`src/rtl/core/upd_pkg.sv`:
```
// Package for the URL percent decoder: payload words, escape phase and
// character helpers. No dependencies.
package upd_pkg;

  localparam logic [7:0] CHAR_PLUS    = 8'h2B;
  localparam logic [7:0] CHAR_PERCENT = 8'h25;
  localparam logic [7:0] CHAR_SPACE   = 8'h20;

  // Output buffer depth; must be a power of two, at least 4.
  localparam int unsigned UPD_FIFO_DEPTH = 8;

  // Most decoded bytes one encoded byte can release.
  localparam int unsigned UPD_MAX_SLOTS = 3;

  typedef struct packed {
    logic [7:0] data_byte;
    logic       last_byte;
  } upd_in_t;

  typedef struct packed {
    logic [7:0] out_byte;
    logic       out_last;
  } upd_out_t;

  typedef enum logic [1:0] {
    ESC_NONE  = 2'd0,
    ESC_PCT   = 2'd1,
    ESC_DIGIT = 2'd2
  } upd_phase_e;

  function automatic logic is_hex(input logic [7:0] c);
    return ((c >= 8'h30) && (c <= 8'h39)) ||
           ((c >= 8'h41) && (c <= 8'h46)) ||
           ((c >= 8'h61) && (c <= 8'h66));
  endfunction

  function automatic logic [3:0] hex_val(input logic [7:0] c);
    logic [7:0] v;
    v = 8'h00;
    if ((c >= 8'h30) && (c <= 8'h39)) begin
      v = c - 8'h30;
    end else if ((c >= 8'h41) && (c <= 8'h46)) begin
      v = c - 8'h37;
    end else if ((c >= 8'h61) && (c <= 8'h66)) begin
      v = c - 8'h57;
    end
    return v[3:0];
  endfunction

endpackage

```
`src/rtl/core/url_percent_decoder_unit.sv`:
```
// URL percent decoder top level: input stage, escape decode and output buffer.
// Depends on upd_pkg.
//
// Usage:
//   Input channel (in_valid_i / in_stall_o / in_word_i) carries one encoded
//   byte per word plus a last flag marking the end of a string. Output
//   channel (out_valid_o / out_stall_i / out_word_o) carries decoded bytes;
//   out_last is set on the final decoded byte of each string. A word moves
//   at a clock edge where valid is high and stall is low.
//   "%hh" (either case) collapses to one byte; a broken escape passes the
//   held '%' and digit through unchanged. '+' becomes ' ' while the
//   plus_to_space register (cfg_we_i / cfg_wdata_i) is 1. The last flag
//   flushes any held escape bytes.
// Path: a taken input word is held in the input register, then written to
//   the output buffer; out_valid_o rises once the buffer holds its bytes.
// Throughput: one input word per cycle, sustained while the buffer has room
//   for three bytes; the input stage advances only then. One input may
//   release up to three bytes; the output buffer (FifoDepth entries) absorbs
//   those bursts, and since output never outnumbers input over a string it
//   drains at one byte per cycle while out_stall_i is low.
// Reset: clears the escape state, empties the buffer and the input stage,
//   and sets plus_to_space to 1.
// Stall: a stalled output holds its word; the buffer fills, and once fewer
//   than three entries are free the input stage holds and raises in_stall_o.
module url_percent_decoder_unit #(
  parameter int unsigned FifoDepth = upd_pkg::UPD_FIFO_DEPTH
) (
  input  logic              clk_i,
  input  logic              rst_ni,
  input  logic              cfg_we_i,
  input  logic              cfg_wdata_i,
  input  logic              in_valid_i,
  output logic              in_stall_o,
  input  upd_pkg::upd_in_t  in_word_i,
  output logic              out_valid_o,
  input  logic              out_stall_i,
  output upd_pkg::upd_out_t out_word_o
);
  import upd_pkg::*;

  localparam int unsigned AW = $clog2(FifoDepth);
  localparam int unsigned CW = $clog2(FifoDepth + 1);
  localparam logic [CW-1:0] RoomLimit = CW'(FifoDepth - UPD_MAX_SLOTS);

  // Configuration
  logic plus_to_space_q;

  // Input stage
  logic    stage_valid_q;
  upd_in_t stage_word_q;
  logic    in_accept;
  logic    room;
  logic    advance;

  // Escape state
  upd_phase_e phase_q, phase_d, phase_mid;
  logic [7:0] held_q, held_d;

  // Decode
  logic [7:0] cur_byte;
  logic       cur_last;
  logic       cur_hex;
  logic       cur_pct;
  logic       idle_emit;
  logic [7:0] idle_byte;
  logic [7:0] decoded;
  logic [7:0] slot_byte [UPD_MAX_SLOTS];
  logic       slot_last [UPD_MAX_SLOTS];
  logic [1:0] slot_cnt;

  // Output buffer
  upd_out_t        buf_mem [FifoDepth];
  logic [AW-1:0]   wr_ptr_q, rd_ptr_q;
  logic [CW-1:0]   count_q, count_d;
  logic            pop;

  // ---------------------------------------------------------------------------
  // Configuration register: bit 0 only; the user must write it only while the block is idle, as the block has no guard.
  // ---------------------------------------------------------------------------
  always_ff @(posedge clk_i or negedge rst_ni) begin
    if (!rst_ni) begin
      plus_to_space_q <= 1'b1;
    end else if (cfg_we_i) begin
      plus_to_space_q <= cfg_wdata_i;
    end
  end

  // ---------------------------------------------------------------------------
  // Input stage. Advance into the buffer only when three slots are free, so
  // the stall never waits on the output side in the same cycle.
  // ---------------------------------------------------------------------------
  assign room       = (count_q <= RoomLimit);
  assign advance    = stage_valid_q && room;
  assign in_stall_o = stage_valid_q && !room;
  assign in_accept  = in_valid_i && !in_stall_o;

  always_ff @(posedge clk_i or negedge rst_ni) begin
    if (!rst_ni) begin
      stage_valid_q <= 1'b0;
    end else if (in_accept) begin
      stage_valid_q <= 1'b1;
    end else if (advance) begin
      stage_valid_q <= 1'b0;
    end
  end

  always_ff @(posedge clk_i) begin
    if (in_accept) begin
      stage_word_q <= in_word_i;
    end
  end

  // ---------------------------------------------------------------------------
  // Byte classification for the word in the input stage.
  // ---------------------------------------------------------------------------
  assign cur_byte  = stage_word_q.data_byte;
  assign cur_last  = stage_word_q.last_byte;
  assign cur_hex   = is_hex(cur_byte);
  assign cur_pct   = (cur_byte == CHAR_PERCENT);
  // A byte seen with nothing held: '%' opens an escape, all else is emitted.
  assign idle_emit = !cur_pct;
  assign idle_byte = (plus_to_space_q && (cur_byte == CHAR_PLUS)) ? CHAR_SPACE : cur_byte;
  assign decoded   = {hex_val(held_q), hex_val(cur_byte)};

  // ---------------------------------------------------------------------------
  // Next escape state. phase_mid is the phase before the last flag flushes.
  // ---------------------------------------------------------------------------
  always_comb begin
    held_d = held_q;
    unique case (phase_q)
      ESC_PCT: begin
        if (cur_hex) begin
          phase_mid = ESC_DIGIT;
          held_d    = cur_byte;
        end else begin
          phase_mid = cur_pct ? ESC_PCT : ESC_NONE;
        end
      end
      ESC_DIGIT: begin
        if (cur_hex) begin
          phase_mid = ESC_NONE;
        end else begin
          phase_mid = cur_pct ? ESC_PCT : ESC_NONE;
        end
      end
      default: begin
        phase_mid = cur_pct ? ESC_PCT : ESC_NONE;
      end
    endcase
    phase_d = cur_last ? ESC_NONE : phase_mid;
  end

  always_ff @(posedge clk_i or negedge rst_ni) begin
    if (!rst_ni) begin
      phase_q <= ESC_NONE;
      held_q  <= 8'h00;
    end else if (advance) begin
      phase_q <= phase_d;
      held_q  <= held_d;
    end
  end

  // ---------------------------------------------------------------------------
  // Result slots: up to three bytes, filled in order.
  // ---------------------------------------------------------------------------
  always_comb begin
    for (int k = 0; k < UPD_MAX_SLOTS; k++) begin
      slot_byte[k] = 8'h00;
      slot_last[k] = 1'b0;
    end
    slot_cnt = 2'd0;

    unique case (phase_q)
      ESC_PCT: begin
        if (!cur_hex) begin
          slot_byte[slot_cnt] = CHAR_PERCENT;
          slot_cnt            = slot_cnt + 2'd1;
          if (idle_emit) begin
            slot_byte[slot_cnt] = idle_byte;
            slot_cnt            = slot_cnt + 2'd1;
          end
        end
      end
      ESC_DIGIT: begin
        if (cur_hex) begin
          slot_byte[slot_cnt] = decoded;
          slot_cnt            = slot_cnt + 2'd1;
        end else begin
          slot_byte[slot_cnt] = CHAR_PERCENT;
          slot_cnt            = slot_cnt + 2'd1;
          slot_byte[slot_cnt] = held_q;
          slot_cnt            = slot_cnt + 2'd1;
          if (idle_emit) begin
            slot_byte[slot_cnt] = idle_byte;
            slot_cnt            = slot_cnt + 2'd1;
          end
        end
      end
      default: begin
        if (idle_emit) begin
          slot_byte[slot_cnt] = idle_byte;
          slot_cnt            = slot_cnt + 2'd1;
        end
      end
    endcase

    // End of string: flush whatever escape is still held.
    if (cur_last) begin
      if (phase_mid == ESC_PCT) begin
        if (slot_cnt < 2'd3) begin
          slot_byte[slot_cnt] = CHAR_PERCENT;
          slot_cnt            = slot_cnt + 2'd1;
        end
      end else if (phase_mid == ESC_DIGIT) begin
        if (slot_cnt < 2'd2) begin
          slot_byte[slot_cnt] = CHAR_PERCENT;
          slot_cnt            = slot_cnt + 2'd1;
          slot_byte[slot_cnt] = held_d;
          slot_cnt            = slot_cnt + 2'd1;
        end
      end
    end

    for (int k = 0; k < UPD_MAX_SLOTS; k++) begin
      slot_last[k] = cur_last && (slot_cnt == 2'(k + 1));
    end
  end

  // ---------------------------------------------------------------------------
  // Output buffer: push up to three bytes, pop one.
  // ---------------------------------------------------------------------------
  assign out_valid_o = (count_q != '0);
  assign out_word_o  = buf_mem[rd_ptr_q];
  assign pop         = out_valid_o && !out_stall_i;

  always_comb begin
    count_d = count_q;
    if (advance) begin
      count_d = count_d + CW'(slot_cnt);
    end
    if (pop) begin
      count_d = count_d - CW'(1);
    end
  end

  always_ff @(posedge clk_i) begin
    if (advance) begin
      for (int k = 0; k < UPD_MAX_SLOTS; k++) begin
        if (2'(k) < slot_cnt) begin
          buf_mem[wr_ptr_q + AW'(k)] <= '{out_byte: slot_byte[k], out_last: slot_last[k]};
        end
      end
    end
  end

  always_ff @(posedge clk_i or negedge rst_ni) begin
    if (!rst_ni) begin
      wr_ptr_q <= '0;
      rd_ptr_q <= '0;
      count_q  <= '0;
    end else begin
      if (advance) begin
        wr_ptr_q <= wr_ptr_q + AW'(slot_cnt);
      end
      if (pop) begin
        rd_ptr_q <= rd_ptr_q + AW'(1);
      end
      count_q <= count_d;
    end
  end

  // ---------------------------------------------------------------------------
  // Assertions
  // ---------------------------------------------------------------------------
  a_count_bound: assert property (@(posedge clk_i) disable iff (!rst_ni)
    count_q <= CW'(FifoDepth))
    else $error("output buffer count above depth");

  a_last_yields: assert property (@(posedge clk_i) disable iff (!rst_ni)
    advance && cur_last |-> slot_cnt != 2'd0)
    else $error("last byte released no decoded byte");

  a_last_clears: assert property (@(posedge clk_i) disable iff (!rst_ni)
    advance && cur_last |=> phase_q == ESC_NONE)
    else $error("escape still held after end of string");

  a_stall_keeps: assert property (@(posedge clk_i) disable iff (!rst_ni)
    out_valid_o && out_stall_i |=> count_q >= $past(count_q))
    else $error("buffer drained while output stalled");

endmodule
```
`config.mk`:
```
export PLATFORM = sky130hd
export DESIGN_NAME = url_percent_decoder_unit
export DESIGN_NICKNAME = d
export VERILOG_FILES = /design/src/rtl/core/upd_pkg.sv /design/src/rtl/core/url_percent_decoder_unit.sv
export SDC_FILE = /design/constraint.sdc
export NUM_CORES = 1
export LEC_CHECK = 0
export ABC_AREA = 1
export BUFFER_PORTS_ARGS = -buffer_cell sky130_fd_sc_hd__buf_4
export CELL_PAD_IN_SITES_DETAIL_PLACEMENT = 1
export CELL_PAD_IN_SITES_GLOBAL_PLACEMENT = 1
export CORE_AREA = 4 4 123 125
export CTS_CLUSTER_SIZE = 24
export DETAILED_ROUTE_END_ITERATION = 16
export DIE_AREA = 0 0 127 129
export HOLD_SLACK_MARGIN = 0.03
export PLACE_DENSITY = 0.87
export REMOVE_ABC_BUFFERS = 1
export SLEW_MARGIN = 20
export SYNTH_ARGS = -nofsm -noshare
export SYNTH_HDL_FRONTEND = slang
export SYNTH_SLANG_ARGS = --single-unit
```
`constraint.sdc`:
```
create_clock -name clk_i -period 4.65 [get_ports clk_i]
set_clock_uncertainty 0.1 [all_clocks]
set_input_delay 0.2325 -clock clk_i [delete_from_list [all_inputs] [get_ports clk_i]]
set_output_delay 0.2325 -clock clk_i [all_outputs]
set_load 0.05 [all_outputs]
```
==> Word level (Yosys, flattened, before mapping) <==
Memories as Yosys holds them, arrays and structs flattened.
Index checks and enable logic that the tools add are counted.
{ "word_totals": {"word_cells": 138, "ram_bits": 72, "ff_bits": 31, "inputBits": 15, "n_memories": 1} }
{ "op_classes": {"n_reduce_logical": 23, "add_sub_neg": 14, "bitwise": 5, "n_eq_ne": 9, "n_mux": 55, "magnitude_cmp": 22} }
{ "memory_table": {"columns": ["memory", "words", "word_bits", "read_ports", "rd_ports_with_merged_regs", "write_ports", "line_no", "rtl"], "rows": [
  ["buf_mem", 8, 9, 1, 0, 3, "url_percent_decoder_unit.sv:72", "upd_out_t buf_mem [FifoDepth];"]
]} }
{ "ops": {"columns": ["operator", "n"], "rows": [
  ["2-to-1 mux 24 bit", 5],
  ["2-to-1 mux 8 bit", 8],
  ["demux 8 bit (select 2 bit)", 2],
  [">= comparator 8 x 7 -> 1 bit, second input constant", 4],
  ["<= comparator 8 x 7 -> 1 bit, second input constant", 4],
  ["2-to-1 mux 4 bit", 8],
  ["one-hot mux 8 bit (2 select lines)", 2],
  ["bitwise mux 24 bit", 1],
  ["2-to-1 mux 2 bit", 10],
  ["equality test 8 x 6 -> 1 bit, second input constant", 2],
  [">= comparator 8 x 6 -> 1 bit, second input constant", 2],
  ["<= comparator 8 x 6 -> 1 bit, second input constant", 2],
  ["logical AND 1 bit", 16],
  ["2-to-1 mux 16 bit", 1],
  ["subtractor 4 x 3 -> 4 bit, second input constant", 4],
  ["AND 15 bit", 1],
  ["2-to-1 mux 1 bit", 15],
  ["NOT 15 bit", 1],
  ["2-to-1 mux 14 bit", 1],
  ["subtractor 4 x 1 -> 4 bit, second input constant", 3],
  ["OR 9 bit", 1],
  ["equality test 2 bit, second input constant", 4],
  ["one-hot mux 2 bit (2 select lines)", 2],
  ["adder 3 x 1 -> 3 bit, second input constant", 2],
  ["other kinds (16)", 27]
]} }

==> Longest topological paths before layout <==
Gate-level depths: netlist (run 1).
{ "depth": {"word_depth": 18, "depth_mapped": 20, "ltp_nobuf": 20} }

==> Worst setup path before layout (run 1) <==
No wires, ideal clock.
{ "synth_path": {"path_kind": "register -> register", "start": "reg stage_word_q, in the netlist cur_byte[0]", "end": "reg count_q[3]", "setup_ns": 0.118, "path_stages_with_launch": 20, "arrival_time_ns": 2.905, "t_required_ns": 4.432, "path_buffers": 0, "slack_ns": 1.526, "path_cell_list": "edfxtp_1 inv_1 ha_1 nor2_1 nor2_1 nor2_1 nor2_2 nand2_4 nand2_1 nand2_2 nand2_4 nand3_4 nand2_1 inv_1 fa_1 o21ai_1 inv_1 nor4_1 xnor2_1 inv_1"} }
{ "synth_between": {"elab_chain_cells": 16, "word_cells_on_any_way": 37} }
{ "synth_rtl": {"columns": ["element", "line_no", "rtl"], "rows": [
  ["start, declared", "url_percent_decoder_unit.sv:50", "upd_in_t stage_word_q;"],
  ["start signal, assigned", "url_percent_decoder_unit.sv:109", "stage_word_q <= in_word_i;"],
  [">= comparator 8 x 6 -> 1 bit (tied with other cells)", "upd_pkg.sv:32", "return ((c >= 8'h30) && (c <= 8'h39)) ||"],
  ["logical AND 1 bit (on tied branches)", "upd_pkg.sv:32, upd_pkg.sv:33", null],
  ["logical OR 1 bit", "upd_pkg.sv:32", null],
  ["logical OR 1 bit", "upd_pkg.sv:33", "((c >= 8'h41) && (c <= 8'h46)) ||"],
  ["2-to-1 mux 2 bit (on tied branches)", "url_percent_decoder_unit.sv:185, url_percent_decoder_unit.sv:175", null],
  ["one-hot mux 2 bit (2 select lines)", "url_percent_decoder_unit.sv:173", "unique case (phase_q)"],
  ["adder 2 x 1 -> 2 bit", "url_percent_decoder_unit.sv:212, url_percent_decoder_unit.sv:217", null],
  ["adder 2 x 1 -> 2 bit", "url_percent_decoder_unit.sv:219", "slot_cnt = slot_cnt + 2'd1;"],
  ["2-to-1 mux 2 bit", "url_percent_decoder_unit.sv:215", "if (slot_cnt < 2'd2) begin"],
  ["2-to-1 mux 2 bit", "url_percent_decoder_unit.sv:214", "end else if (phase_mid == ESC_DIGIT) begin"],
  ["2-to-1 mux 2 bit", "url_percent_decoder_unit.sv:209", "if (phase_mid == ESC_PCT) begin"],
  ["2-to-1 mux 2 bit (*)", "url_percent_decoder_unit.sv:208", "if (cur_last) begin"],
  ["adder 4 x 2 -> 4 bit (*)", "url_percent_decoder_unit.sv:239", "count_d = count_d + CW'(slot_cnt);"],
  ["2-to-1 mux 4 bit (*)", "url_percent_decoder_unit.sv:238", "if (advance) begin"],
  ["subtractor 4 x 1 -> 4 bit", "url_percent_decoder_unit.sv:242", "count_d = count_d - CW'(1);"],
  ["2-to-1 mux 4 bit (*)", "url_percent_decoder_unit.sv:241", "if (pop) begin"],
  ["named net count_d[3]", "url_percent_decoder_unit.sv:74", "logic [CW-1:0] count_q, count_d;"],
  ["end signal, assigned", "url_percent_decoder_unit.sv:268", "count_q <= count_d;"],
  ["end, declared", "url_percent_decoder_unit.sv:74", null]
]} }
Mark *: on every way through the listed nets, which the timed path passes. The rest lies on a longest branch.
A chain may end at the register's enable or synchronous reset.

==> Worst setup path after layout (run 1) <==
Ends and elaborated chain as after synthesis.

==> results of run 1 <==
[registers in the layout, indices dropped and copies added (netlist names)]
signal,cells
buf_mem,72
cur_byte,8
held_q,8
count_q,4
rd_ptr_q,3
wr_ptr_q,3
phase_q,2
cur_last,1
plus_to_space_q,1
stage_valid_q,1
[logic make-up (layout without fill, tap and decap cells)]
kind of cell	count (synthesis)	after routing	synth area share, %
simple gates	473	473	29.9
compound gates	184	184	14.9
buf+inv	129	160	7.26
flops	103	103	43.3
fa+ha+maj	17	17	3.31
xor+xnor	9	9	1.14
mux	1	1	0.163
[worst max path at each step]
stage / to / slack [ns] / cells past startpoint / from
2_1_floorplan: count_q[3] / 1.35 / 19 / cur_byte[0]
3_3_place_gp: count_q[3] / 0.99 / 19 / cur_byte[0]
3_5_place_dp: count_q[3] / 0.74 / 19 / cur_byte[0]
4_1_cts: count_q[3] / 0.73 / 19 / cur_byte[0]
5_1_grt: count_q[3] / 0.43 / 19 / cur_byte[0]
6_report: count_q[3] / 0.74 / 19 / cur_byte[0]
[synthesized netlist by cell type (3+ instances only)]
cell      count  share of area (%)
ha_1         15                2.7
edfxtp_1     81                 35
dfrtp_1      21                7.6
o21ai_0      88                6.4
nor2_4        6               0.98
nand3_1      62                4.5
nand2_2       4               0.36
inv_1        85                4.6
o22ai_1      17                1.5
nor2_2        7               0.64
buf_4         4               0.44
a31oi_1       9               0.82
nor2_1      142                7.7
nand2_1     218                 12
xor2_1        7               0.89
o211ai_1     19                2.1
a21oi_1      13               0.94
nand4_1       7               0.64
clkbuf_1     22                1.2
nor3_1       14                1.0
nand3_2       3               0.44
clkinv_1      4               0.22
o21ai_1      32                2.3
inv_2        13               0.71
[final cells by class]
| class | instances | area share [%] |
|---|---|---|
| sequential | 103 | 38.8 |
| timing repair buffer | 42 | 4.53 |
| multi-input combinational | 684 | 44.4 |
| clock inverter | 7 | 1.37 |
| inverter | 102 | 4.98 |
| clock buffer | 9 | 2.93 |
| tap | 180 | 2.93 |
[critical path, stage by stage (launching register included)]
cell and delay (ns):
edfxtp_1 0.52, inv_1 0.13, ha_1 0.25, nor2_1 0.12
nor2_1 0.05, nor2_1 0.12, nor2_2 0.07, nand2_4 0.11
nand2_1 0.26, nand2_2 0.20, nand2_4 0.10, nand2_2 0.20
nand2_1 0.08, inv_1 0.17, fa_1 0.45, o21ai_1 0.21
inv_1 0.09, nor4_1 0.34, xnor2_1 0.17, inv_1 0.06
[cell usage in the layout (no fill, tap or decap), types with 7 or more instances in the layout]
| cell | count |
|---|---|
| clkbuf_16 | 9 |
| a21oi_1 | 13 |
| nor3_1 | 14 |
| nor2_2 | 7 |
| o211ai_1 | 19 |
| o21ai_1 | 32 |
| o21ai_0 | 88 |
| o22ai_1 | 17 |
| dfrtp_1 | 21 |
| nand4_1 | 7 |
| xor2_1 | 7 |
| inv_1 | 85 |
| nand3_1 | 62 |
| dlygate4sd3_1 | 13 |
| edfxtp_1 | 81 |
| a31oi_1 | 9 |
| nand2_1 | 218 |
| ha_1 | 15 |
| inv_2 | 13 |
| buf_4 | 29 |
| nor2_1 | 142 |
[report_power, final]
part	internal, mW	leakage [nW]	switching, mW
Sequential	1.19	1.01	0.122
Clock	0.480	0.163	0.367
Combinational	0.530	1.90	1.37
Total	2.20	3.08	1.86
[stage by stage]
stage / power [mW] / utilization [%]
3_5_place_dp: 3.20 / 52.0
6_report: 4.06 / 55.3
5_1_grt: 4.31 / 55.3
3_3_place_gp: 3.09 / 52.0
4_1_cts: 4.06 / 55.3
2_1_floorplan: 2.54 / -
[metal layers]
layer / wire, µm / part of all wire (%) / track usage, %
met1: 9860 / 38 / 40.1
met2: 12900 / 50 / 57.8
met3: 1700 / 6.6 / 4.57
met4: 1220 / 4.7 / 14.9
met5: 0 / 0 / 0
==> results by group, run 1 <==
Critical path
  – R2R depth: 19
  – Max Fanout on Critical Path: 12
  – R2r setup slk: roughly 0.74 ns
  – CP Capture Type: register
  – R2r endpoint: count_q[3]
  – Critical path class: reg -> reg
  – RR Startpoint: cur_byte[0]
  – CP startpoint kind: register
  – Critical Path AT: between 4 and 5 ns
  – Req. time, crit path: slightly below 5 ns

Layout
  – Filler cell count: about 1,800
  – Register Area: a little under 0.003 mm²
  – Non-Filler Instances: about 1,100
  – Post-route design area: between 0.007 and 0.008 mm²
  – Area Growth Syn to Fin: 11.5%
  – Antenna Cells: 0
  – Layout cell share with drive strength beyond 1: a little under a tenth
  – Multi-input gate area: approximately 0.0034 mm²
  – Nets: 974

Clocking
  – Clock transition at path regs: roughly 0.080 ns
  – Setup Buffers After CTS: 0
  – CTS Hold Buffers Added: 13
  – H-tree depth: 3
  – CTS tree: yes
  – Clock Path Buffers: 2
  – Sink Count: about 100
  – Clk_lat worst skew: 0.36 ns
  – Clock buffer count from CTS: 9
  – Post-CTS Resized: 0
  – Clk root buf: clkbuf_16

Timing
  – Least-Margin Pin Slew: roughly 1.1 ns
  – Final Hold Viols: 0
  – Setup tns final: 0 ns
  – Max-slew violations: 0
  – Tmin final: between 3 and 4 ns
  – Worst hold slack: around 0.086 ns
  – Worst setup margin: 0.739 ns
  – Final setup viols: 0
  – Rel. slew slack: about 25%
  – RSZ-0062 raised after global routing: no
  – Highest clock rate: about 260 MHz
  – Crit share post-route: 84.1%

Power
  – Peak supply drop: approximately 0.32 mV
  – Static leakage: about 3 nW
  – Pwr/cell area: roughly 530 mW/mm²

Route
  – Post-route ant nets: 0
  – DRC Markers: 0
  – DRT iter0 DRCs: roughly 500
  – Routed wire length per instance: 22.8 µm
  – Routed WL: 25,700 µm
  – Drt first pass iters: 5
  – Via density per instance: approximately 6.1
  – Via count: ~6,900

Die
  – Die H: approximately 130 µm
  – CORE AREA: between 0.01 and 0.015 mm²
  – Die X: between 100 and 150 µm
  – Num rows: 43
  – Die area: 0.0164 mm²
  – I/O Pins: 26
  – Initial core utilization: between 40% and 50%

Place
  – DP Area: 0.00722 mm²
  – DP HPWL: around 19,000 µm
  – Setup WS pre-CTS: roughly 0.74 ns
  – Port Buf Inserts: 25
  – Inst Count DP: ~1,100
  – Gpl congestion: 0.981

Global routing
  – GRT Util Overall: 32.8%
  – Vias in the first global route: approximately 7,200
  – First-pass GRT wire length: 40,900 µm
  – Largest net degree at the start of global routing: 38
  – Antenna violations before repair: 0
  – Overflow after GRT: 0

Synth
  – Synth Instances: slightly above 900
  – Yosys cell types: between 40 and 50
  – YS warnings: 0
  – Post-synth EDFFs: a little over 80
  – Avg Cell Area, Syn: between 7 and 8 µm²
  – Synth Register Bits: around 100
  – Top_reg_cell synth: edfxtp_1
  – Async set or reset register ratio after synthesis: a little over a fifth
  – Mapped Area: a little under 0.007 mm²
  – Seq/Total Area, Yosys: 43.3%

Worst hold path
  – Hold crit path type: in -> reg
  – Hold depth: 4
  – Hold EP: rd_ptr_q[2]
  – Hold wc startpoint: out_stall_i

Run
  – Max-cap viol count: 0

Run status
  – Status: finished clean
No activity file was read; power rests on OpenSTA's default activity.
==> run 2, diff against run 1 <==
--- a/config.mk
+++ b/config.mk
@@ -9,12 +9,12 @@
 export BUFFER_PORTS_ARGS = -buffer_cell sky130_fd_sc_hd__buf_4
 export CELL_PAD_IN_SITES_DETAIL_PLACEMENT = 1
 export CELL_PAD_IN_SITES_GLOBAL_PLACEMENT = 1
-export CORE_AREA = 4 4 123 125
+export CORE_AREA = 4 4 134 136
 export CTS_CLUSTER_SIZE = 24
 export DETAILED_ROUTE_END_ITERATION = 16
-export DIE_AREA = 0 0 127 129
+export DIE_AREA = 0 0 138 140
 export HOLD_SLACK_MARGIN = 0.03
-export PLACE_DENSITY = 0.87
+export PLACE_DENSITY = 0.78
 export REMOVE_ABC_BUFFERS = 1
 export SLEW_MARGIN = 20
 export SYNTH_ARGS = -nofsm -noshare
==> constraint.sdc (replaced) <==
create_clock -name clk_i -period 3.3 [get_ports clk_i]
set_clock_uncertainty 0.1 [all_clocks]
set_input_delay 0.165 -clock clk_i [delete_from_list [all_inputs] [get_ports clk_i]]
set_output_delay 0.165 -clock clk_i [all_outputs]
set_load 0.05 [all_outputs]
==> results by group, run 2 (synthesis gave the netlist of run 1 again) <==
Run status
  – Status: finished clean

Die
  – Die X: 138 µm (+8.7%)
  – Initial core utilization: 40.7% (-9.0 points)
  – I/O Pins: 26 (unchanged)
  – Die H: 140 µm (+8.5%)
  – Num rows: 48 (+12%)
  – CORE AREA: 0.0169 mm² (+22%)
  – Die area: 0.0193 mm² (+18%)

Global routing
  – First-pass GRT wire length: 38,800 µm (-5.2%)
  – Vias in the first global route: 6,932 (-3.8%)
  – Antenna violations before repair: 0 (unchanged)
  – GRT Util Overall: 25.8% (-7.0 points)
  – Largest net degree at the start of global routing: 38 (unchanged)
  – Overflow after GRT: 0 (unchanged)

Critical path
  – Max Fanout on Critical Path: 8 (-4)
  – Req. time, crit path: 3.45 ns (-1.36 ns)
  – Critical path class: reg -> reg
  – CP startpoint kind: register
  – Crit path cell chain: inv_1, ha_1, nor2_1, nor2_1, nor2_1, nor2_2, nand2_4, nand2_1, nand2_2, nand2_4, nand2_2, nand2_1, inv_2, fa_1, o21ai_2, inv_1, nor4_2, xnor2_1, inv_1
  – Crit-path max cell delay: 0.47 ns (-0.05 ns)
  – Critical Path AT: 3.26 ns (-0.81 ns)
  – CP Capture Type: register
  – CP max-delay cell: fa_1

Place
  – DP Area: 0.00765 mm² (+5.9%)
  – Setup WS pre-CTS: 0.0546 ns (-0.688 ns)
  – Port Buf Inserts: 25 (unchanged)
  – Gpl congestion: 0.953 (-2.9%)
  – DP HPWL: 19,100 µm (-0.63%)

Layout
  – Nets: 1,033 (+6.1%)
  – Multi-input gate area: 0.00342 mm² (+0.37%)
  – Final core occ: 48.1% (-7.2 points)
  – Register Area: 0.00298 mm² (unchanged)
  – Most frequent cells in the layout: 217 x nand2_1, 141 x nor2_1, 88 x o21ai_0, 87 x buf_4, 83 x inv_1
  – Antenna Cells: 0 (unchanged)
  – Commonest non-fill, non-tap cell in the layout: nand2_1
  – Area Growth Syn to Fin: 18.3%
  – Max FFs per register: 72 (unchanged)
  – Post-route design area: 0.00815 mm² (+6.0%)
  – Largest register by flop count: buf_mem
  – Filler cell count: 2,119 (+20%)
  – Layout cell share with drive strength beyond 1: 15.2% (+5.7 points)

Power
  – Clk network pwr share: 18.6% (-2.3 points)
  – Sw power: 2.59 mW (+39%)
  – Pwr/cell area: 689 mW/mm² (+30%)
  – Sw frac: 46.1% (+0.31 points)
  – Combinational Power Share: 49.2% (+2.4 points)
  – Reg power frac: 32.1% (-0.3 points)
  – Pint: 3.03 mW (+37%)
  – Power Total: 5.62 mW (+38%)
  – Static leakage: 3.35 nW (+8.8%)
  – Peak supply drop: 0.542 mV (+70%)

Timing
  – Least-Margin Pin Slew: 1.15 ns (+0.0209 ns)
  – Final Hold Viols: 0 (unchanged)
  – Rel. slew slack: 23.6% (-1.1 points)
  – Tmin final: 3.10 ns (-0.808 ns)
  – RSZ-0062 raised after global routing: no
  – Max-slew violations: 0 (unchanged)
  – Worst setup margin: 0.196 ns (-0.542 ns)
  – Final setup viols: 0 (unchanged)
  – Crit share post-route: 94.0% (+9.9 points)
  – Highest clock rate: 322 MHz (+26%)
  – Setup tns final: 0 ns (unchanged)

Route
  – Via density per instance: 5.52 (-9.3%)
  – Post-route ant nets: 0 (unchanged)
  – Routed wire length per instance: 20.3 µm (-11%)
  – DRC Markers: 0 (unchanged)
  – DRT iter0 DRCs: 715 (+41%)
  – Via count: 6,794 (-0.89%)
  – Drt first pass iters: 5 (unchanged)
  – Routed WL: 25,000 µm (-2.5%)

Clocking
  – H-tree depth: 3 (unchanged)
  – Clock Path Buffers: 2 (unchanged)
  – Clk_lat worst skew: 0.36 ns (about the same)
  – Clock buffer count from CTS: 9 (unchanged)
  – Clock transition at path regs: 0.08 ns (about the same)
  – Sink Count: 103 (unchanged)
  – Clk root buf: clkbuf_16
  – CTS tree: yes

Run
  – Max-cap viol count: 0 (unchanged)

Worst hold path
  – Hold crit path type: in -> async
## run 2: cell types whose count changed in the layout (fill, tap and decap cells not counted), sizes merged
cell         previous run  this run
bufinv                  2         0
inv                   100       101
clkinv                  7         8
dlygate4sd3            13        14
buf                    29        87
## run 2: what timing repair did
item | 4_1_cts | 5_1_grt
hold endpoints to repair | 34 | 0
hold buffers | 14 | 0
gates resized for setup | 0 | 7
setup endpoints to repair | 0 | 32
setup buffers | 0 | 8
## run 2: power groups by stage
stage	sequential (mW)	clock [mW]	combinational, mW
after floorplan	1.86	0	1.71
after global placement	1.82	0	2.66
after detailed placement	1.83	0	2.73
after CTS	1.80	1.07	2.75
after global routing	1.83	1.12	3.07
final	1.80	1.05	2.77
## run 2: through the flow
| step | hold slack (ns) | std cells |
|---|---|---|
| 3_3_place_gp | -0.0316 | 1193 |
| 5_1_grt | 0.163 | 1231 |
| 6_report | 0.127 | 1231 |
| 3_5_place_dp | -0.0255 | 1193 |
| 4_1_cts | 0.131 | 1223 |
| 2_1_floorplan | -0.231 | 889 |
## run 2: cell type report
class | instances | area share [%]
multi-input cells | 684 | 42.0
flip-flops and latches | 103 | 36.6
repair buffers | 101 | 9.74
inverters | 102 | 4.70
well taps | 225 | 3.46
clock buffers | 9 | 2.76
clock inverters | 7 | 0.676
## run 2: metal layers
layer / up-vias / track usage, % / wire length, µm / part of all wire [%]
met5: - / 0 / 0 / 0
met4: 0 / 12.5 / 1230 / 4.9
met3: 66 / 3.41 / 1130 / 4.5
met2: 212 / 43.6 / 12000 / 48
met1: 3269 / 32.9 / 10700 / 43
li1: 3247 / - / - / -
## run 2: path summary, 6_finish.rpt
kind | start | endpoint | slack [ns] | cells past startpoint
max | cur_byte[0] | count_q[3] | 0.20 | 19
min | rst_ni | phase_q[1] | 0.13 | 2
max reg2reg | cur_byte[0] | count_q[3] | 0.20 | 19
min reg2reg | held_q[7] | held_q[7] | 0.45 | 2
max in group asynchronous | rst_ni | plus_to_space_q | 2.70 | 2
min in group clk_i | in_word_i[7] | cur_byte[6] | 0.41 | 2
## run 2: worst max-delay path, delay by kind of cell, from the launching register on
family | cells | cell delay (ns)
fa+ha+maj | 2 | 0.67
flops | 1 | 0.44
compound gates | 1 | 0.17
simple gates | 11 | 1.12
buf+inv | 4 | 0.34
xor+xnor | 1 | 0.15
